===== src/hdl/mqurc_pkg.sv =====
// Shared types, constants and helper functions for the modem response line parser.
`timescale 1ns / 1ps

package mqurc_pkg;

    localparam int unsigned POSITION_BITS = 16;
    localparam logic [POSITION_BITS-1:0] POS_MAX = '1;

    localparam int unsigned NUM_PFX = 5;
    localparam int unsigned PFX_MAX = 18;
    localparam int unsigned LENGTH_LIMIT = 65535;
    localparam int unsigned DECIMAL_BASE = 10;

    localparam logic [7:0] CH_ZERO  = 8'h30;
    localparam logic [7:0] CH_NINE  = 8'h39;
    localparam logic [7:0] CH_COMMA = 8'h2C;

    typedef enum logic [2:0] {
        KIND_NONE         = 3'd0,
        KIND_CONNECTED    = 3'd1,
        KIND_DISCONNECTED = 3'd2,
        KIND_SUB          = 3'd3,
        KIND_SUBRECV      = 3'd4,
        KIND_CONN         = 3'd5
    } t_kind;

    typedef enum logic [1:0] {
        CP_WAIT_COMMA  = 2'd0,
        CP_FIELD_START = 2'd1,
        CP_IN_FIELD    = 2'd2,
        CP_CLOSED      = 2'd3
    } t_conn_phase;

    // Prefix text, right aligned: the last character sits in the low byte.
    localparam logic [PFX_MAX*8-1:0] PFX_TEXT [NUM_PFX] = '{
        (PFX_MAX*8)'("+MQTTCONNECTED:"),
        (PFX_MAX*8)'("+MQTTDISCONNECTED:"),
        (PFX_MAX*8)'("+MQTTSUB:"),
        (PFX_MAX*8)'("+MQTTSUBRECV:"),
        (PFX_MAX*8)'("+MQTTCONN:")
    };
    localparam logic [4:0] PFX_LEN [NUM_PFX] = '{5'd15, 5'd18, 5'd9, 5'd13, 5'd10};
    localparam t_kind PFX_KIND [NUM_PFX] = '{
        KIND_CONNECTED, KIND_DISCONNECTED, KIND_SUB, KIND_SUBRECV, KIND_CONN
    };

    // One byte as it is handed to the parsing units.
    typedef struct packed {
        logic                     take;   // byte updates the line state
        logic                     clear;  // line ends: return to the reset state
        logic [7:0]               data;
        logic [POSITION_BITS-1:0] pos;    // index of this byte
        logic [POSITION_BITS-1:0] n_pos;  // byte count after this byte
    } t_step;

    typedef struct packed {
        logic        conn_ok;
        logic [7:0]  conn_state;
        logic        sub_ok;
        logic [15:0] payload_offset;
        logic [15:0] payload_len;
    } t_field_res;

    typedef struct packed {
        t_kind       line_kind;
        logic        is_urc;
        logic        conn_ok;
        logic [7:0]  conn_state;
        logic        sub_ok;
        logic [15:0] payload_offset;
        logic [15:0] payload_len;
    } t_result;

    // Character p of prefix idx; only meaningful for p below the prefix length.
    function automatic logic [7:0] pfx_char(input logic [2:0] idx, input logic [4:0] p);
        logic [4:0] off;
        off = PFX_LEN[idx] - 5'd1 - p;
        return PFX_TEXT[idx][{off, 3'b000} +: 8];
    endfunction

    function automatic logic is_digit(input logic [7:0] b);
        return (b >= CH_ZERO) && (b <= CH_NINE);
    endfunction

endpackage


===== src/hdl/mqurc_in_if.sv =====
// Input channel carrying one line byte per word.
`timescale 1ns / 1ps

interface mqurc_in_if;
    logic       valid;
    logic       ready;
    logic [7:0] line_byte;
    logic       line_end;

    modport source (output valid, output line_byte, output line_end, input ready);
    modport sink   (input valid, input line_byte, input line_end, output ready);
endinterface


===== src/hdl/mqurc_out_if.sv =====
// Output channel carrying one parse result per word.
`timescale 1ns / 1ps

interface mqurc_out_if;
    logic        valid;
    logic        ready;
    logic [2:0]  line_kind;
    logic        is_urc;
    logic        conn_ok;
    logic [7:0]  conn_state;
    logic        sub_ok;
    logic [15:0] payload_offset;
    logic [15:0] payload_len;

    modport source (output valid, output line_kind, output is_urc, output conn_ok,
                    output conn_state, output sub_ok, output payload_offset,
                    output payload_len, input ready);
    modport sink   (input valid, input line_kind, input is_urc, input conn_ok,
                    input conn_state, input sub_ok, input payload_offset,
                    input payload_len, output ready);
endinterface


===== src/hdl/at_mqtt_urc_line_parser.sv =====
// A line's last byte passes through the input register, and its result word is written into the result register.
// Throughput: one byte word per cycle, except that a line-ending byte waits while a result is still untaken.
// The input register accepts a new word while a finished result waits for its sink, unless it holds a line end.
// A result word is produced only for the word that carries line_end.
// Reset is synchronous, active low, and returns all line state to its idle values.
`timescale 1ns / 1ps

module at_mqtt_urc_line_parser (
    input  logic        i_clk,
    input  logic        i_rst_n,
    mqurc_in_if.sink    i_line,
    mqurc_out_if.source o_result
);

    // The design is a two-register pipeline. The input register captures one
    // byte word. From there the byte is folded into the running line
    // state (prefix matcher and field parser), and when it is the last byte of
    // the line the finished result is written into the result register and the
    // line state returns to its idle values in the same edge.

    logic                               r_in_valid;
    logic [7:0]                         r_in_byte;
    logic                               r_in_end;

    logic [mqurc_pkg::POSITION_BITS-1:0] r_pos;
    logic                               r_ovf;

    logic                               r_out_valid;
    mqurc_pkg::t_result                 r_out;

    logic                               advance;
    logic                               line_done;
    logic                               overflow_now;
    mqurc_pkg::t_step                   step;
    mqurc_pkg::t_kind                   kind;
    mqurc_pkg::t_field_res              fields;
    mqurc_pkg::t_result                 n_out;

    // A byte that does not end a line never waits; a line-ending byte waits
    // only while the result register still holds an untaken result.
    assign advance   = r_in_valid && (!r_in_end || !r_out_valid || o_result.ready);
    assign line_done = advance && r_in_end;

    assign i_line.ready = !r_in_valid || advance;

    // Once the position counter is saturated, further bytes mark the line as
    // too long and are no longer parsed.
    assign overflow_now = r_ovf || (r_pos == mqurc_pkg::POS_MAX);

    always_comb begin
        step.take  = advance && !overflow_now;
        step.clear = line_done;
        step.data  = r_in_byte;
        step.pos   = r_pos;
        step.n_pos = r_pos + mqurc_pkg::POSITION_BITS'(1);
    end

    mqurc_prefix u_prefix (
        .i_clk   (i_clk),
        .i_rst_n (i_rst_n),
        .i_step  (step),
        .o_kind  (kind)
    );

    mqurc_fields u_fields (
        .i_clk   (i_clk),
        .i_rst_n (i_rst_n),
        .i_step  (step),
        .o_res   (fields)
    );

    // Assemble the result. A line that ran past the position limit reports
    // kind none with every other field cleared.
    always_comb begin
        n_out                = '0;
        n_out.line_kind      = mqurc_pkg::KIND_NONE;
        if (!overflow_now) begin
            n_out.line_kind = kind;
            n_out.is_urc    = (kind == mqurc_pkg::KIND_CONNECTED) ||
                              (kind == mqurc_pkg::KIND_DISCONNECTED) ||
                              (kind == mqurc_pkg::KIND_SUB) ||
                              (kind == mqurc_pkg::KIND_SUBRECV);
            if (kind == mqurc_pkg::KIND_CONN && fields.conn_ok) begin
                n_out.conn_ok    = 1'b1;
                n_out.conn_state = fields.conn_state;
            end
            if (kind == mqurc_pkg::KIND_SUBRECV && fields.sub_ok) begin
                n_out.sub_ok         = 1'b1;
                n_out.payload_offset = fields.payload_offset;
                n_out.payload_len    = fields.payload_len;
            end
        end
    end

    // Input register.
    always_ff @(posedge i_clk) begin
        if (!i_rst_n) begin
            r_in_valid <= 1'b0;
        end else if (i_line.valid && i_line.ready) begin
            r_in_valid <= 1'b1;
        end else if (advance) begin
            r_in_valid <= 1'b0;
        end
    end

    always_ff @(posedge i_clk) begin
        if (i_line.valid && i_line.ready) begin
            r_in_byte <= i_line.line_byte;
            r_in_end  <= i_line.line_end;
        end
    end

    // Byte position and the too-long flag for the current line.
    always_ff @(posedge i_clk) begin
        if (!i_rst_n || line_done) begin
            r_pos <= '0;
            r_ovf <= 1'b0;
        end else if (advance && !r_ovf) begin
            if (r_pos == mqurc_pkg::POS_MAX) begin
                r_ovf <= 1'b1;
            end else begin
                r_pos <= step.n_pos;
            end
        end
    end

    // Result register.
    always_ff @(posedge i_clk) begin
        if (!i_rst_n) begin
            r_out_valid <= 1'b0;
        end else if (line_done) begin
            r_out_valid <= 1'b1;
        end else if (o_result.ready) begin
            r_out_valid <= 1'b0;
        end
    end

    always_ff @(posedge i_clk) begin
        if (line_done) begin
            r_out <= n_out;
        end
    end

    assign o_result.valid          = r_out_valid;
    assign o_result.line_kind      = r_out.line_kind;
    assign o_result.is_urc         = r_out.is_urc;
    assign o_result.conn_ok        = r_out.conn_ok;
    assign o_result.conn_state     = r_out.conn_state;
    assign o_result.sub_ok         = r_out.sub_ok;
    assign o_result.payload_offset = r_out.payload_offset;
    assign o_result.payload_len    = r_out.payload_len;

`ifndef SYNTHESIS
    // A successful subscription-receive parse only belongs to that line kind.
    a_sub_ok_kind: assert property (@(posedge i_clk) disable iff (!i_rst_n)
        (o_result.valid && o_result.sub_ok) |->
            (o_result.line_kind == mqurc_pkg::KIND_SUBRECV))
        else $error("sub_ok set on a line that is not a subscription receive");

    // A parsed connection state only belongs to a connection-state line.
    a_conn_ok_kind: assert property (@(posedge i_clk) disable iff (!i_rst_n)
        (o_result.valid && o_result.conn_ok) |->
            (o_result.line_kind == mqurc_pkg::KIND_CONN))
        else $error("conn_ok set on a line that is not a connection-state line");

    // A line that ran too long reports nothing.
    a_ovf_empty: assert property (@(posedge i_clk) disable iff (!i_rst_n)
        (line_done && r_ovf) |=>
            (r_out.line_kind == mqurc_pkg::KIND_NONE && !r_out.is_urc &&
             !r_out.conn_ok && !r_out.sub_ok))
        else $error("overlong line produced a non-empty result");

    // The byte position restarts after every line end.
    a_pos_restart: assert property (@(posedge i_clk) disable iff (!i_rst_n)
        line_done |=> (r_pos == '0 && !r_ovf))
        else $error("line position not cleared after line end");
`endif

endmodule


===== src/hdl/mqurc_prefix.sv =====
// Prefix matcher: tracks which fixed prefixes still match and picks the line kind.
`timescale 1ns / 1ps

module mqurc_prefix (
    input  logic                i_clk,
    input  logic                i_rst_n,
    input  mqurc_pkg::t_step    i_step,
    output mqurc_pkg::t_kind    o_kind
);

    logic [mqurc_pkg::NUM_PFX-1:0] r_alive;
    logic [mqurc_pkg::NUM_PFX-1:0] n_alive;

    always_comb begin
        n_alive = r_alive;
        o_kind  = mqurc_pkg::KIND_NONE;
        for (int i = 0; i < mqurc_pkg::NUM_PFX; i++) begin
            if (i_step.take &&
                i_step.pos < mqurc_pkg::POSITION_BITS'(mqurc_pkg::PFX_LEN[i]) &&
                i_step.data != mqurc_pkg::pfx_char(3'(i), i_step.pos[4:0])) begin
                n_alive[i] = 1'b0;
            end
        end
        // Later prefixes take priority when more than one is complete.
        for (int i = 0; i < mqurc_pkg::NUM_PFX; i++) begin
            if (n_alive[i] &&
                i_step.n_pos >= mqurc_pkg::POSITION_BITS'(mqurc_pkg::PFX_LEN[i])) begin
                o_kind = mqurc_pkg::PFX_KIND[i];
            end
        end
    end

    always_ff @(posedge i_clk) begin
        if (!i_rst_n || i_step.clear) begin
            r_alive <= '1;
        end else begin
            r_alive <= n_alive;
        end
    end

endmodule


===== src/hdl/mqurc_fields.sv =====
// Field parser: connection-state value, subscription length and payload count.
`timescale 1ns / 1ps

module mqurc_fields (
    input  logic                    i_clk,
    input  logic                    i_rst_n,
    input  mqurc_pkg::t_step        i_step,
    output mqurc_pkg::t_field_res   o_res
);

    logic [1:0]                r_commas,  n_commas;
    logic [7:0]                r_conn,    n_conn;
    mqurc_pkg::t_conn_phase    r_phase,   n_phase;
    logic [16:0]               r_len,     n_len;
    logic                      r_seen,    n_seen;
    logic [15:0]               r_count,   n_count;
    logic [15:0]               r_start,   n_start;
    logic                      r_err_conn, n_err_conn;
    logic                      r_err_len,  n_err_len;

    logic       comma;
    logic       digit;
    logic [3:0] digit_val;
    logic [19:0] len_prod;

    always_comb begin
        comma      = (i_step.data == mqurc_pkg::CH_COMMA);
        digit      = mqurc_pkg::is_digit(i_step.data);
        digit_val  = 4'(i_step.data - mqurc_pkg::CH_ZERO);
        len_prod   = 20'(r_len) * 20'(mqurc_pkg::DECIMAL_BASE) + 20'(digit_val);

        n_commas   = r_commas;
        n_conn     = r_conn;
        n_phase    = r_phase;
        n_len      = r_len;
        n_seen     = r_seen;
        n_count    = r_count;
        n_start    = r_start;
        n_err_conn = r_err_conn;
        n_err_len  = r_err_len;

        if (i_step.take) begin
            case (r_phase)
                mqurc_pkg::CP_WAIT_COMMA: begin
                    if (comma) begin
                        n_phase = mqurc_pkg::CP_FIELD_START;
                    end
                end
                mqurc_pkg::CP_FIELD_START, mqurc_pkg::CP_IN_FIELD: begin
                    if (comma) begin
                        n_phase = mqurc_pkg::CP_CLOSED;
                    end else begin
                        n_phase = mqurc_pkg::CP_IN_FIELD;
                        if (digit) begin
                            n_conn = 8'(r_conn * 8'(mqurc_pkg::DECIMAL_BASE)) + 8'(digit_val);
                        end else begin
                            n_err_conn = 1'b1;
                        end
                    end
                end
                default: begin
                    n_phase = r_phase;
                end
            endcase

            if (comma && r_commas != 2'd3) begin
                n_commas = r_commas + 2'd1;
                if (r_commas == 2'd2) begin
                    n_start = 16'(i_step.n_pos);
                end
            end else if (r_commas == 2'd2) begin
                n_seen = 1'b1;
                if (!digit) begin
                    n_err_len = 1'b1;
                end else if (!r_err_len) begin
                    if (len_prod > 20'(mqurc_pkg::LENGTH_LIMIT)) begin
                        n_err_len = 1'b1;
                        n_len     = 17'(mqurc_pkg::LENGTH_LIMIT) + 17'd1;
                    end else begin
                        n_len = 17'(len_prod);
                    end
                end
            end else if (r_commas == 2'd3) begin
                if (r_count != 16'hFFFF) begin
                    n_count = r_count + 16'd1;
                end
            end
        end

        o_res.conn_ok        = (n_phase == mqurc_pkg::CP_IN_FIELD ||
                                n_phase == mqurc_pkg::CP_CLOSED) && !n_err_conn;
        o_res.conn_state     = n_conn;
        o_res.sub_ok         = (n_commas == 2'd3) && n_seen && !n_err_len &&
                               ({1'b0, n_count} == n_len);
        o_res.payload_offset = n_start;
        o_res.payload_len    = n_len[15:0];
    end

    always_ff @(posedge i_clk) begin
        if (!i_rst_n || i_step.clear) begin
            r_commas   <= 2'd0;
            r_conn     <= 8'd0;
            r_phase    <= mqurc_pkg::CP_WAIT_COMMA;
            r_len      <= 17'd0;
            r_seen     <= 1'b0;
            r_count    <= 16'd0;
            r_start    <= 16'd0;
            r_err_conn <= 1'b0;
            r_err_len  <= 1'b0;
        end else begin
            r_commas   <= n_commas;
            r_conn     <= n_conn;
            r_phase    <= n_phase;
            r_len      <= n_len;
            r_seen     <= n_seen;
            r_count    <= n_count;
            r_start    <= n_start;
            r_err_conn <= n_err_conn;
            r_err_len  <= n_err_len;
        end
    end

endmodule

===== src/flat_wrapper.sv =====
// flat-port wrapper written by rule: the top's interface ports become plain ports
module at_mqtt_urc_line_parser_flat 
  (i_clk, i_rst_n, i_line_valid, i_line_line_byte, i_line_line_end, i_line_ready, o_result_valid, o_result_line_kind, o_result_is_urc, o_result_conn_ok, o_result_conn_state, o_result_sub_ok, o_result_payload_offset, o_result_payload_len, o_result_ready);
  mqurc_in_if i_line_i ();
  mqurc_out_if o_result_i ();
  input  logic i_clk;
  input  logic i_rst_n;
  input wire logic [$bits(i_line_i.valid)-1:0] i_line_valid;
  input wire logic [$bits(i_line_i.line_byte)-1:0] i_line_line_byte;
  input wire logic [$bits(i_line_i.line_end)-1:0] i_line_line_end;
  output wire logic [$bits(i_line_i.ready)-1:0] i_line_ready;
  output wire logic [$bits(o_result_i.valid)-1:0] o_result_valid;
  output wire logic [$bits(o_result_i.line_kind)-1:0] o_result_line_kind;
  output wire logic [$bits(o_result_i.is_urc)-1:0] o_result_is_urc;
  output wire logic [$bits(o_result_i.conn_ok)-1:0] o_result_conn_ok;
  output wire logic [$bits(o_result_i.conn_state)-1:0] o_result_conn_state;
  output wire logic [$bits(o_result_i.sub_ok)-1:0] o_result_sub_ok;
  output wire logic [$bits(o_result_i.payload_offset)-1:0] o_result_payload_offset;
  output wire logic [$bits(o_result_i.payload_len)-1:0] o_result_payload_len;
  input wire logic [$bits(o_result_i.ready)-1:0] o_result_ready;
  assign i_line_i.valid = i_line_valid;
  assign i_line_i.line_byte = i_line_line_byte;
  assign i_line_i.line_end = i_line_line_end;
  assign i_line_ready = i_line_i.ready;
  assign o_result_valid = o_result_i.valid;
  assign o_result_line_kind = o_result_i.line_kind;
  assign o_result_is_urc = o_result_i.is_urc;
  assign o_result_conn_ok = o_result_i.conn_ok;
  assign o_result_conn_state = o_result_i.conn_state;
  assign o_result_sub_ok = o_result_i.sub_ok;
  assign o_result_payload_offset = o_result_i.payload_offset;
  assign o_result_payload_len = o_result_i.payload_len;
  assign o_result_i.ready = o_result_ready;
  at_mqtt_urc_line_parser u_core (.i_clk(i_clk), .i_rst_n(i_rst_n), .i_line(i_line_i), .o_result(o_result_i));
endmodule

===== config.mk =====
export PLATFORM = sky130hd
export DESIGN_NAME = at_mqtt_urc_line_parser_flat
export DESIGN_NICKNAME = d
export VERILOG_FILES = /design/src/hdl/mqurc_pkg.sv /design/src/hdl/mqurc_in_if.sv /design/src/hdl/mqurc_out_if.sv /design/src/hdl/at_mqtt_urc_line_parser.sv /design/src/hdl/mqurc_prefix.sv /design/src/hdl/mqurc_fields.sv /design/src/flat_wrapper.sv
export SDC_FILE = /design/constraint.sdc
export NUM_CORES = 1
export LEC_CHECK = 0
export BUFFER_PORTS_ARGS = -buffer_cell sky130_fd_sc_hd__buf_2
export CORE_ASPECT_RATIO = 0.9
export CORE_UTILIZATION = 24
export DETAILED_ROUTE_END_ITERATION = 8
export SYNTH_ARGS = -nofsm -noshare
export SYNTH_HDL_FRONTEND = slang
export SYNTH_SLANG_ARGS = --single-unit

===== constraint.sdc =====
create_clock -name i_clk -period 14.9 [get_ports i_clk]
set_input_delay 1.49 -clock i_clk [delete_from_list [all_inputs] [get_ports i_clk]]
set_output_delay 1.49 -clock i_clk [all_outputs]
set_load 0.1 [all_outputs]

---- Yosys cells after proc, flatten, opt, wreduce, memory -nomap -nowiden ----
Index checks and enable logic that the tools add are counted.
cells by class
  $add $sub $neg .......................... 11
  multipliers ............................. 2
  order comparisons ....................... 13
  equal/unequal tests ..................... 22
  shift-type cells ........................ 5
  multiplexer cells ....................... 53
  bitwise gates (word level) .............. 3
  reduce and logical (&&, ||, !) cells .... 53
operators with widths
  operator                                                    count
  indexed part select 144 x 9 -> 8 bit, first input constant  5
  2-to-1 mux 16 bit                                           8
  2-to-1 mux 17 bit                                           6
  >= comparator 16 x 4 -> 1 bit, second input constant        4
  < comparator 16 x 4 -> 1 bit, second input constant         4
  != test 8 bit                                               5
  2-to-1 mux 33 bit                                           1
  adder 16 x 1 -> 16 bit, second input constant               2
  2-to-1 mux 8 bit                                            4
  logical AND 1 bit                                           28
  2-to-1 mux 1 bit                                            24
  adder 20 x 4 -> 20 bit                                      1
  > comparator 20 x 16 -> 1 bit, second input constant        1
  subtractor 4 x 5 -> 5 bit, first input constant             4
  multiplier 17 x 3 -> 19 bit, second input constant          1
  == test 16 x 17 -> 1 bit                                    1
  == test 16 bit, second input constant                       1
  >= comparator 16 x 5 -> 1 bit, second input constant        1
  < comparator 16 x 5 -> 1 bit, second input constant         1
  != test 16 bit, second input constant                       1
  == test 2 bit, second input constant                        6
  2-to-1 mux 3 bit                                            4
  logical OR 1 bit                                            9
  2-to-1 mux 9 bit                                            1
  21 further kinds                                            39
storage, ports and cells
  register bits ........................... 143
  output and inout bits ................... 48
  logic and storage cells ................. 185

---- Logic depth before layout (Yosys ltp) ----
Gate-level depths: netlist of run 1.
  depth after elaboration ................. 18
  depth in mapped cells ................... 17
  depth with buffers taken out ............ 14

---- Cells and area by module ----
Synthesis of run 1 repeated with hierarchy kept, for this count alone.
unflattened totals
  cell total of the unflattened synthesis .. 1224
  area total of the unflattened synthesis .. 10851.7 um^2
modules (own cells, without submodules)
  module                   instances  cells each  area an instance (um^2)  seq. area each (um^2)
  mqurc_fields             1          589         5088.6                   1281.2
  at_mqtt_urc_line_parser  1          260         3245.6                   2031.9
  mqurc_prefix             1          375         2517.4                   100.1

---- Worst setup path before layout of run 1 ----
OpenSTA, ideal clock, no wires.
  kind .................................... register -> register
  start point ............................. register u_core.u_fields.r_len[1]
  end point ............................... register u_core.r_out, in the netlist u_core.o_result.payload_len[0] (data pin)
  setup time .............................. 0.170 ns
  arrival time ............................ 4.484 ns
  required time ........................... 14.730 ns
  path slack .............................. 10.247 ns
  cell stages (with the launch flop) ...... 17
  buffers on the path ..................... 2
  clock period less this slack ............ 4.653 ns
  path through ............................ dfxtp_1 -> ha_1 -> ha_1 -> fa_1 -> a211o_1 -> a21oi_1 -> mux2i_1 -> nand4_1 -> or4_4 -> or3_1 -> a22oi_2 -> buf_6 -> a32oi_1 -> xnor2_1 -> nand4_2 -> buf_6 -> nor4_2
on the way
  cells in the longest elaborated chain, start to end .. 15
  elaborated cells on any way between the ends .. 22
  classes of those cells .................. 1 x add/sub; 1 x mul; 1 x order compare; 1 x eq/ne; 12 x mux; 1 x bitwise; 5 x reduce/logical
RTL lines
  item                                                                             line                            text
  start: declaration                                                               mqurc_fields.sv:14              logic [16:0] r_len, n_len;
  start signal: assignment                                                         mqurc_fields.sv:114             r_len <= n_len;
  parallel branches: the longest is 15 deep, another holds adder 20 x 4 -> 20 bit  n/a
  end signal: assignment                                                           at_mqtt_urc_line_parser.sv:140  r_out <= n_out;
  end: declaration                                                                 at_mqtt_urc_line_parser.sv:29   mqurc_pkg::t_result r_out;
Parallel ways; which one is timed is not known.
A chain may end at the register's enable or synchronous reset.

---- Final worst setup path of run 1 ----
  start point ............................. register u_core.u_fields.r_len[1]
  end point ............................... register u_core.r_out, in the netlist u_core.o_result.payload_offset[1] (data pin)
on the way
  cells in the longest elaborated chain, start to end .. 15
  elaborated cells on any way between the ends .. 22
  classes of those cells .................. 1 x add/sub; 1 x mul; 1 x order compare; 1 x eq/ne; 12 x mux; 1 x bitwise; 5 x reduce/logical
RTL lines
  item                                                                             line                           text
  parallel branches: the longest is 11 deep, another holds adder 20 x 4 -> 20 bit  n/a
  logical AND 1 bit *                                                              mqurc_fields.sv:93             o_res.sub_ok = (n_commas == 2'd3) && n_seen && !n_err_len &&
  logical AND 1 bit *                                                              at_mqtt_urc_line_parser.sv:87  if (kind == mqurc_pkg::KIND_SUBRECV && fields.sub_ok) begin
  inverter 1 bit (no source line) *                                                n/a
  OR reduction 2 bit (no source line) *                                            n/a
Mark *: on every way between the ends.

==> results of run 1 <==
[power by group through the flow]
| stage | Clock [uW] | Sequential (uW) | Combinational, uW |
|---|---|---|---|
| final | 440 | 418 | 112 |
| after global routing | 464 | 419 | 120 |
| after CTS | 448 | 418 | 111 |
| after detailed placement | 0 | 427 | 110 |
| after global placement | 0 | 427 | 109 |
| after floorplan | 0 | 455 | 56.0 |
[cell type report]
class | count | area, um2
well taps | 600 | 751
repair buffers | 74 | 405
clock inverters | 9 | 134
inverters | 28 | 105
multi-input cells | 985 | 6930
flip-flops and latches | 143 | 3410
fillers | 4790 | 32200
clock buffers | 23 | 458
[metrics by stage]
stage	instances	util	worst slack, ns	total power, uW	hold slack [ns]
after floorplan	1246	-	10.25	511	0.432
after global placement	1830	0.261	9.23	536	0.452
after detailed placement	1830	0.261	9.09	537	0.453
after CTS	1862	0.275	9.06	977	0.469
after global routing	1862	0.275	8.54	1000	0.496
final	1862	0.275	8.98	970	0.475
[metal layers]
layer	up-vias	share of wire	track usage
met5	-	0	0
met4	0	0.015	0.0372
met3	42	0.078	0.0337
met2	368	0.41	0.196
met1	4615	0.49	0.201
li1	4630	-	-
[worst max-delay path, delay by kind of cell, from the launching register on]
kind                       cells  cell delay (ns)
adders and majority gates      3             0.95
and+or+nand+nor                6             2.84
xor gates and xnor gates       1             0.27
AOI/OAI and AO/OA              4             1.21
DFF                            1             0.42
[cell usage in the layout, fill, tap and decap left out, drive strengths merged, types with 18 or more instances in the layout]
cell / instances
inv: 28
ha: 63
dfxtp: 88
nor2b: 18
buf: 74
and2: 29
nor3: 25
clkbuf: 23
a21oi: 62
nand2: 89
nor4: 44
a21o: 18
o21ai: 71
edfxtp: 55
xor2: 42
nand4: 40
nand3: 34
nor2: 114
or3: 18
xnor2: 63
[cell families after synthesis]
group                    count (synthesis)  synth area share
multiplexers                            20            0.0188
AND/OR/NAND/NOR                        498             0.265
adder cells (fa/ha/maj)                 67            0.0801
flip-flops                             143             0.315
AO/OA/AOI/OAI                          294             0.184
buffers and inverters                  118            0.0492
XOR/XNOR                               106            0.0876
[worst paths after layout]
path	from	end	depth (start not counted)
min reg2reg	u_core.u_prefix.r_alive[1]$_SDFF_PP1_	u_core.u_prefix.r_alive[1]$_SDFF_PP1_	2
max reg2reg	u_core.u_fields.r_len[1]$_SDFF_PP0_	u_core.o_result.payload_offset[1]$_SDFFCE_PP0P_	14
min	u_core.u_prefix.r_alive[1]$_SDFF_PP1_	u_core.u_prefix.r_alive[1]$_SDFF_PP1_	2
max	u_core.u_fields.r_len[1]$_SDFF_PP0_	u_core.o_result.payload_offset[1]$_SDFFCE_PP0P_	14
[state kept, by name (all words and copies together), names as in the netlist, 2 cells and up]
name                            count
u_core.u_fields.r_len              17
u_core.o_result.payload_offset     16
u_core.u_fields.r_commas            2
u_core.u_fields.r_count            16
u_core.r_pos                       16
u_core.u_fields.r_conn              8
u_core.o_result.payload_len        16
u_core.u_fields.r_start            16
u_core.o_result.conn_state          8
u_core.o_result.line_kind           3
u_core.u_fields.r_phase             2
u_core.r_in_byte                    8
u_core.u_prefix.r_alive             5
==> qor.yml, run 1 <==
outcome:
  run_status: "complete, no violations"
pwr:
  power.static_leakage_uw: 0.00435
  clkPwrFrac: 0.454
  vdd_ir_drop_max_v: 0.0000628
  power.share.switching: 0.267
  power_density_mw_per_mm2: 79.6
  combPwrFrac: 0.115
  p_sw_uw: 259
  internal_power_uw: 711
  power.share.sequential: 0.431
finish:
  postLayoutCellArea_mm2: 0.0122
  drive_above_1_share: 0.130
  final_nets: 1329
  layout-area-overhead-vs-synth_pct: 12.5
  num_antenna_cells: 0
global_route:
  grt_first_pass_wirelength_um: 49700
  antenna_violations_before_repair: 0
  grtUsageTotal: 0.137
  global_route.overflow_total: 0
  grt_start_max_net_pins: 63
  number_of_global_route_vias_before_repair: 8884
sta:
  fmaxAchievable_ghz: 0.169
  fin_crit_ns: 5.92
  timing_max_transition_violations_final: 0
  tightestPinTransition_ns: 1.15
  hold_viol_final: 0
  timing.final.crit_share: 0.397
  final.setup.tns_ns: 0
  grt_setup_unrepaired: "false"
  setup_violations: 0
  skew_ns: 0.0149
  slew-limit-headroom: 0.233
setup_path:
  criticalPathCategory: "flop to flop"
  critPathSlowestCell: "sky130_fd_sc_hd__nor4b_1"
  worst_ep_required_time_ns: 15.15
  setup.worst_path.start_class: "flop"
  end_kind: "flop"
  crit_path_max_fanout: 33
  crit_path_cell_trace: "ha_1 > ha_1 > fa_1 > a211oi_1 > o22ai_1 > nor4b_1 > nand4_1 > or4_4 > or3_1 > a22oi_2 > a32oi_1 > xnor2_1 > nand2_2 > nor4_1"
  worstPathArrival_ns: 6.17
  crit_top_cell: "sky130_fd_sc_hd__ha_1"
  r2r_setup_slack_ns: 8.98
  slowest_delay_ns: 0.64
floorplan:
  dieHeight_um: 204
  ioPinCount: 61
  area_enclosed_by_the_die_boundary_mm2: 0.0460
  core_area_mm2: 0.0444
  floorplan.initialDensity: 0.244
  fp.dieW_um: 226
  std_cell_rows: 73
synthesis:
  synthesis.instances: 1246
  synthesis.yosys.warnings: 0
  cell_with_the_most_instances_after_synthesis: "sky130_fd_sc_hd__nor2_1"
  synth_top_area_share: 0.162
  synthesis.nets: 1326
  synth_seq_cells: 143
  synth_sequential_area_ratio: 0.315
  top_cells_by_area_synth: "sky130_fd_sc_hd__dfxtp_1 16%, sky130_fd_sc_hd__edfxtp_1 15%, sky130_fd_sc_hd__ha_1 7.3%"
  synth.lib_cells_used.distinct: 89
  netlist_area_mm2: 0.0108
  post_synth_most_frequent_cells: "114 x sky130_fd_sc_hd__nor2_1, 89 x sky130_fd_sc_hd__nand2_1, 88 x sky130_fd_sc_hd__dfxtp_1"
  synth_top_cell_by_area: "sky130_fd_sc_hd__dfxtp_1"
  synthesized_area_per_cell_um2: 8.70
  postSynth.asyncResetShare: 0
  synth-edff-count: 55
  dominantRegCellSynth: "sky130_fd_sc_hd__dfxtp_1"
clock_tree:
  clockBufferDepth: 2
  clock_tree.root_cell: "sky130_fd_sc_hd__clkbuf_16"
  clock_insertion_delay_worst_skew_ns: 0.45
  clk_pin_slew_worst_paths_ns: 0.06
  tritoncts_num_sinks: 143
  post_cts.repair.setup_buffers: 0
  cts-buffers-inserted: 17
  cts_tree: "built"
  ctsHoldBuffers: 0
  h-tree-depth: 4
  post_cts.resized_instances: 0
place:
  io_buffers: 60
  gp_routability_congestion: 0.861
  post_dp_cell_area_mm2: 0.0116
  hpwlAfterDp_um: 22800
drt:
  detail_route.wl_per_cell_um: 16.8
  detail_route.wirelength_um: 31400
  route.detailed.drc: 0
  detail_route.first_pass.iterations: 5
  vias_per_cell: 5.19
  num_vias: 9655
  post_route_ant_nets: 0
  drt-initial-drc-count: 951
flow_run:
  cap_violations: 0
hold_path:
  hp-class: "flop to flop"
Power figures use the tool's default switching activity.
==> run 2: changes to the inputs <==
==> constraint.sdc (replaced) <==
create_clock -name i_clk -period 5.5 [get_ports i_clk]
set_input_delay 0.55 -clock i_clk [delete_from_list [all_inputs] [get_ports i_clk]]
set_output_delay 0.55 -clock i_clk [all_outputs]
set_load 0.1 [all_outputs]
==> qor.yml, run 2 (synthesis results as in run 1) <==
clock_tree:
  clock_tree.root_cell: "sky130_fd_sc_hd__clkbuf_16"
  h-tree-depth: 4
  post_cts.repair.setup_buffers: 0
  tritoncts_num_sinks: 143
  clock_insertion_delay_worst_skew_ns: 0.44
  cts-buffers-inserted: 17
  clk_pin_slew_worst_paths_ns: 0.07
  cts_tree: "built"
  clockBufferDepth: 2
  post_cts.resized_instances: 0
  ctsHoldBuffers: 0
global_route:
  grt_first_pass_wirelength_um: 51100
  grtUsageTotal: 0.142
  routing_layer_with_the_top_usage_in_global_route: "met1"
  grt_use_met3: 0.0301
  grt_start_max_net_pins: 48
  antenna_violations_before_repair: 0
  number_of_global_route_vias_before_repair: 9058
  grt.met2_usage: 0.201
  global_route.overflow_total: 0
  grt_util_met1: 0.211
setup_path:
  worstPathArrival_ns: 5.43
  end_kind: "flop"
  criticalPathCategory: "flop to flop"
  worst_ep_required_time_ns: 5.76
  critPathSlowestCell: "sky130_fd_sc_hd__or4_4"
  slowest_delay_ns: 0.56
  crit_path_cell_trace: "ha_1 > ha_1 > fa_1 > a211o_1 > a211o_1 > a311oi_2 > nand4_1 > or4_4 > or3_1 > a22oi_2 > buf_4 > a32oi_1 > xnor2_1 > o211ai_4 > buf_4 > nor4_2"
  setup.worst_path.start_class: "flop"
  crit_path_max_fanout: 11
sta:
  hold_viol_final: 0
  fin_crit_ns: 5.17
  tightestPinTransition_ns: 1.12
  timing_max_transition_violations_final: 0
  setup_violations: 0
  final.setup.tns_ns: 0
  slew-limit-headroom: 0.253
  fmaxAchievable_ghz: 0.193
  skew_ns: 0.0123
  whs_ns: 0.277
  timing.final.crit_share: 0.940
drt:
  num_vias: 9826
  detail_route.first_pass.iterations: 5
  route.detailed.drc: 0
  vias_per_cell: 5.20
  post_route_ant_nets: 0
  drt-initial-drc-count: 864
  detail_route.wl_per_cell_um: 17.2
  detail_route.wirelength_um: 32500
pwr:
  power.share.switching: 0.296
  internal_power_uw: 1790
  power_density_mw_per_mm2: 205
  power.static_leakage_uw: 0.00448
  power.share.sequential: 0.445
  clkPwrFrac: 0.430
  p_sw_uw: 753
  vdd_ir_drop_max_v: 0.000154
  combPwrFrac: 0.125
finish:
  layout-area-overhead-vs-synth_pct: 14.4
  multi_input_area_mm2: 0.00696
  registers.top_by_ff_count: "u_core.u_fields.r_len"
  n_fill_cell: 4779
  max_ffs_per_register: 17
  area.sequential_mm2: 0.00341
  final_cell_mix: "114 x sky130_fd_sc_hd__nor2_1, 88 x sky130_fd_sc_hd__nand2_1, 88 x sky130_fd_sc_hd__dfxtp_1"
  final_core_area_utilization: 0.279
  final_nets: 1358
  num_antenna_cells: 0
  final_common_cell: "sky130_fd_sc_hd__nor2_1"
  drive_above_1_share: 0.156
floorplan:
  area_enclosed_by_the_die_boundary_mm2: 0.0460
  dieHeight_um: 204
  core_area_mm2: 0.0444
  floorplan.initialDensity: 0.244
  ioPinCount: 61
  fp.dieW_um: 226
  std_cell_rows: 73
flow_run:
  cap_violations: 0
place:
  gp_routability_congestion: 0.928
  io_buffers: 60
  hpwlAfterDp_um: 24100
outcome:
  run_status: "complete, no violations"
hold_path:
  hp-class: "primary input to flop"
-- run 2: critical path: cells and delay by family, from the launching register on --
family | cells | cell delay (ns)
compound gates | 6 | 1.51
xor+xnor | 1 | 0.28
fa+ha+maj | 3 | 0.93
buf+inv | 2 | 0.44
flops | 1 | 0.42
simple gates | 4 | 1.39
-- run 2: area by class of cell --
cell class	instances	area share
multi-input combinational	985	0.561
clock buffer	18	0.0346
sequential	143	0.275
tap	600	0.0605
timing repair buffer	103	0.0515
clock inverter	14	0.00867
inverter	28	0.00847
-- run 2: per-layer routing --
metal | vias to the layer above | wire, um | part of all wire
li1 | 4689 | - | -
met3 | 45 | 2380 | 0.073
met1 | 4710 | 16000 | 0.49
met4 | 0 | 673 | 0.021
met5 | - | 0 | 0
met2 | 382 | 13400 | 0.41
-- run 2: power by group through the flow --
stage	combinational (uW)	clock, uW	sequential (uW)
finish	317	1090	1130
floorplan	152	0	1230
detailed placement	313	0	1150
global placement	309	0	1160
CTS	314	1120	1130
global route	340	1160	1130
-- run 2: worst paths after layout --
path	startpoint	endpoint	slack, ns	cells past startpoint
max	u_core.u_fields.r_len[1]$_SDFF_PP0_	u_core.o_result.payload_len[5]$_SDFFCE_PP0P_	0.33	16
min	i_line_line_byte[0]	u_core.r_in_byte[0]$_DFFE_PP_	0.28	1
max reg2reg	u_core.u_fields.r_len[1]$_SDFF_PP0_	u_core.o_result.payload_len[5]$_SDFFCE_PP0P_	0.33	16
min reg2reg	u_core.u_prefix.r_alive[0]$_SDFF_PP1_	u_core.u_prefix.r_alive[0]$_SDFF_PP1_	0.48	2
-- run 2: through the flow --
step	total power (uW)	area, um2	worst slack (ns)	instances
floorplan	1380	10800	0.847	1246
detailed placement	1470	11800	0.188	1859
global placement	1460	11800	0.297	1859
global route	2630	12400	-0.00493	1891
CTS	2560	12400	0.171	1891
finish	2540	12400	0.328	1891
==> run 3: changes to the inputs <==
--- a/config.mk
+++ b/config.mk
@@ -7,8 +7,9 @@
 export LEC_CHECK = 0
 export BUFFER_PORTS_ARGS = -buffer_cell sky130_fd_sc_hd__buf_2
 export CORE_ASPECT_RATIO = 0.9
-export CORE_UTILIZATION = 24
+export CORE_UTILIZATION = 49
 export DETAILED_ROUTE_END_ITERATION = 8
+export PLACE_DENSITY = 0.66
 export SYNTH_ARGS = -nofsm -noshare
 export SYNTH_HDL_FRONTEND = slang
 export SYNTH_SLANG_ARGS = --single-unit
==> qor.yml, run 3 (synthesis results as in run 1) <==
sta:
  fmaxAchievable_ghz: 0.195
  slew-limit-headroom: 0.312
  hold_viol_final: 0
  tightestPinTransition_ns: 1.03
  fin_crit_ns: 5.13
  whs_ns: 0.292
  grt_setup_unrepaired: "false"
  timing_max_transition_violations_final: 0
  skew_ns: 0.0130
  setup_ws_ns: 0.367
  setup_violations: 0
  final.setup.tns_ns: 0
  timing.final.crit_share: 0.933
setup_path:
  r2r_setup_slack_ns: 0.37
  regToRegEndpoint: "u_core.o_result.payload_offset[0]$_SDFFCE_PP0P_"
  r2r-start: "u_core.u_fields.r_len[1]$_SDFF_PP0_"
  criticalPathCategory: "flop to flop"
  setup.worst_path.start_class: "flop"
  worst_ep_required_time_ns: 5.74
  crit_path_max_fanout: 33
  slowest_delay_ns: 0.55
  worstPathArrival_ns: 5.37
  end_kind: "flop"
  timing.reg2reg.worst_path_depth: 15
  crit_path_cell_trace: "ha_1 > ha_1 > fa_1 > a211o_1 > a211o_1 > a311oi_2 > nand4_1 > or4_4 > o31ai_1 > o21ai_2 > a32oi_1 > xnor2_1 > nand2_2 > buf_4 > nor4_1"
  critPathSlowestCell: "sky130_fd_sc_hd__or4_4"
finish:
  n_fill_cell: 2006
  final_cells: 1576
  final_common_cell: "sky130_fd_sc_hd__nor2_1"
  final_cell_mix: "114 x sky130_fd_sc_hd__nor2_1, 88 x sky130_fd_sc_hd__nand2_1, 88 x sky130_fd_sc_hd__dfxtp_1"
  num_antenna_cells: 0
  layout-area-overhead-vs-synth_pct: 10.8
  registers.top_by_ff_count: "u_core.u_fields.r_len"
  max_ffs_per_register: 17
  postLayoutCellArea_mm2: 0.0120
  drive_above_1_share: 0.153
  final_nets: 1352
pwr:
  vdd_ir_drop_max_v: 0.000287
  power.static_leakage_uw: 0.00446
  power_density_mw_per_mm2: 214
floorplan:
  fp.dieW_um: 159
  ioPinCount: 61
  std_cell_rows: 51
  core_area_mm2: 0.0217
  floorplan.initialDensity: 0.500
  dieHeight_um: 143
  area_enclosed_by_the_die_boundary_mm2: 0.0227
drt:
  met1Wirelength_um: 14200
  drt-initial-drc-count: 709
  routed.top_layer: "met4"
  detail_route.wirelength_um: 28700
  route.detailed.drc: 0
  met2_length_um: 12000
  vias_per_cell: 6.16
  post_route_ant_nets: 0
  num_vias: 9714
  wl_met3_um: 2170
  detail_route.wl_per_cell_um: 18.2
  detail_route.first_pass.iterations: 7
clock_tree:
  clock_insertion_delay_worst_skew_ns: 0.44
  cts-buffers-inserted: 17
  ctsHoldBuffers: 0
  clk_pin_slew_worst_paths_ns: 0.07
  clock_tree.root_cell: "sky130_fd_sc_hd__clkbuf_16"
  clockBufferDepth: 2
  cts_tree: "built"
  h-tree-depth: 4
  tritoncts_num_sinks: 143
global_route:
  grt_start_max_net_pins: 49
  grtUsageTotal: 0.255
  grt_first_pass_wirelength_um: 46100
  global_route.overflow_total: 0
  number_of_global_route_vias_before_repair: 8683
  antenna_violations_before_repair: 0
place:
  dpl_worst_slack_ns: 0.0453
  dp_cells: 1543
  hpwlAfterDp_um: 20800
  gp_routability_congestion: 0.915
  post_dp_cell_area_mm2: 0.0114
  io_buffers: 60
hold_path:
  hold-path-cell-count: 1
  min_delay_worst_endpoint: "u_core.r_in_byte[2]$_DFFE_PP_"
  hp-class: "primary input to flop"
  holdCritStartpoint: "i_line_line_byte[2]"
outcome:
  run_status: "complete, no violations"
flow_run:
  cap_violations: 0
## run 3: routing by layer
layer / track usage / up-vias
li1: - / 4693
met3: 0.0468 / 34
met4: 0.0685 / 0
met5: 0 / -
met1: 0.375 / 4644
met2: 0.377 / 343
## run 3: repair_timing
item,CTS,global route
gates resized for setup,1,4
endpoints found under the hold margin,0,0
setup buffers,0,1
pin swaps,0,1
setup endpoints to repair,1,33
## run 3: power breakdown
group	switching, uW	internal (uW)	leakage (uW)
Clock	534	603	0.000280
Sequential	10.0	1120	0.00119
Combinational	221	87.9	0.00300
Total	765	1810	0.00446
## run 3: area by class of cell
cell class	count	area (um2)	area share
multi-input cells	985	6950	0.579
flip-flops and latches	143	3410	0.284
repair buffers	97	603	0.0502
clock buffers	17	425	0.0354
well taps	291	364	0.0303
clock inverters	15	150	0.0125
inverters	28	105	0.00875
## run 3: worst max-delay path by stage
| stage | start | slack [ns] | to |
|---|---|---|---|
| finish | u_core.u_fields.r_len[1]$_SDFF_PP0_ | 0.37 | u_core.o_result.payload_offset[0]$_SDFFCE_PP0P_ |
| global route | u_core.u_fields.r_len[1]$_SDFF_PP0_ | 0.04 | u_core.o_result.payload_len[4]$_SDFFCE_PP0P_ |
| CTS | u_core.u_fields.r_len[1]$_SDFF_PP0_ | 0.02 | u_core.o_result.payload_offset[0]$_SDFFCE_PP0P_ |
| detailed placement | u_core.u_fields.r_len[1]$_SDFF_PP0_ | 0.05 | u_core.o_result.payload_offset[1]$_SDFFCE_PP0P_ |
| global placement | u_core.u_fields.r_len[1]$_SDFF_PP0_ | 0.24 | u_core.o_result.payload_offset[2]$_SDFFCE_PP0P_ |
| floorplan | u_core.u_fields.r_len[1]$_SDFF_PP0_ | 0.85 | u_core.o_result.payload_len[0]$_SDFFCE_PP0P_ |
## run 3: worst max-delay path: cells and delay by family, from the launching register on
| kind | cells | cell delay (ns) |
|---|---|---|
| adder cells (fa/ha/maj) | 3 | 0.93 |
| AO/OA/AOI/OAI | 6 | 1.93 |
| XOR/XNOR | 1 | 0.19 |
| buffers and inverters | 1 | 0.29 |
| flip-flops | 1 | 0.41 |
| AND/OR/NAND/NOR | 4 | 1.18 |
## run 3: per-stage QoR
| step | power, uW | utilization |
|---|---|---|
| floorplan | 1380 | - |
| global placement | 1450 | 0.525 |
| detailed placement | 1450 | 0.525 |
| CTS | 2580 | 0.552 |
| global route | 2650 | 0.554 |
| finish | 2570 | 0.554 |
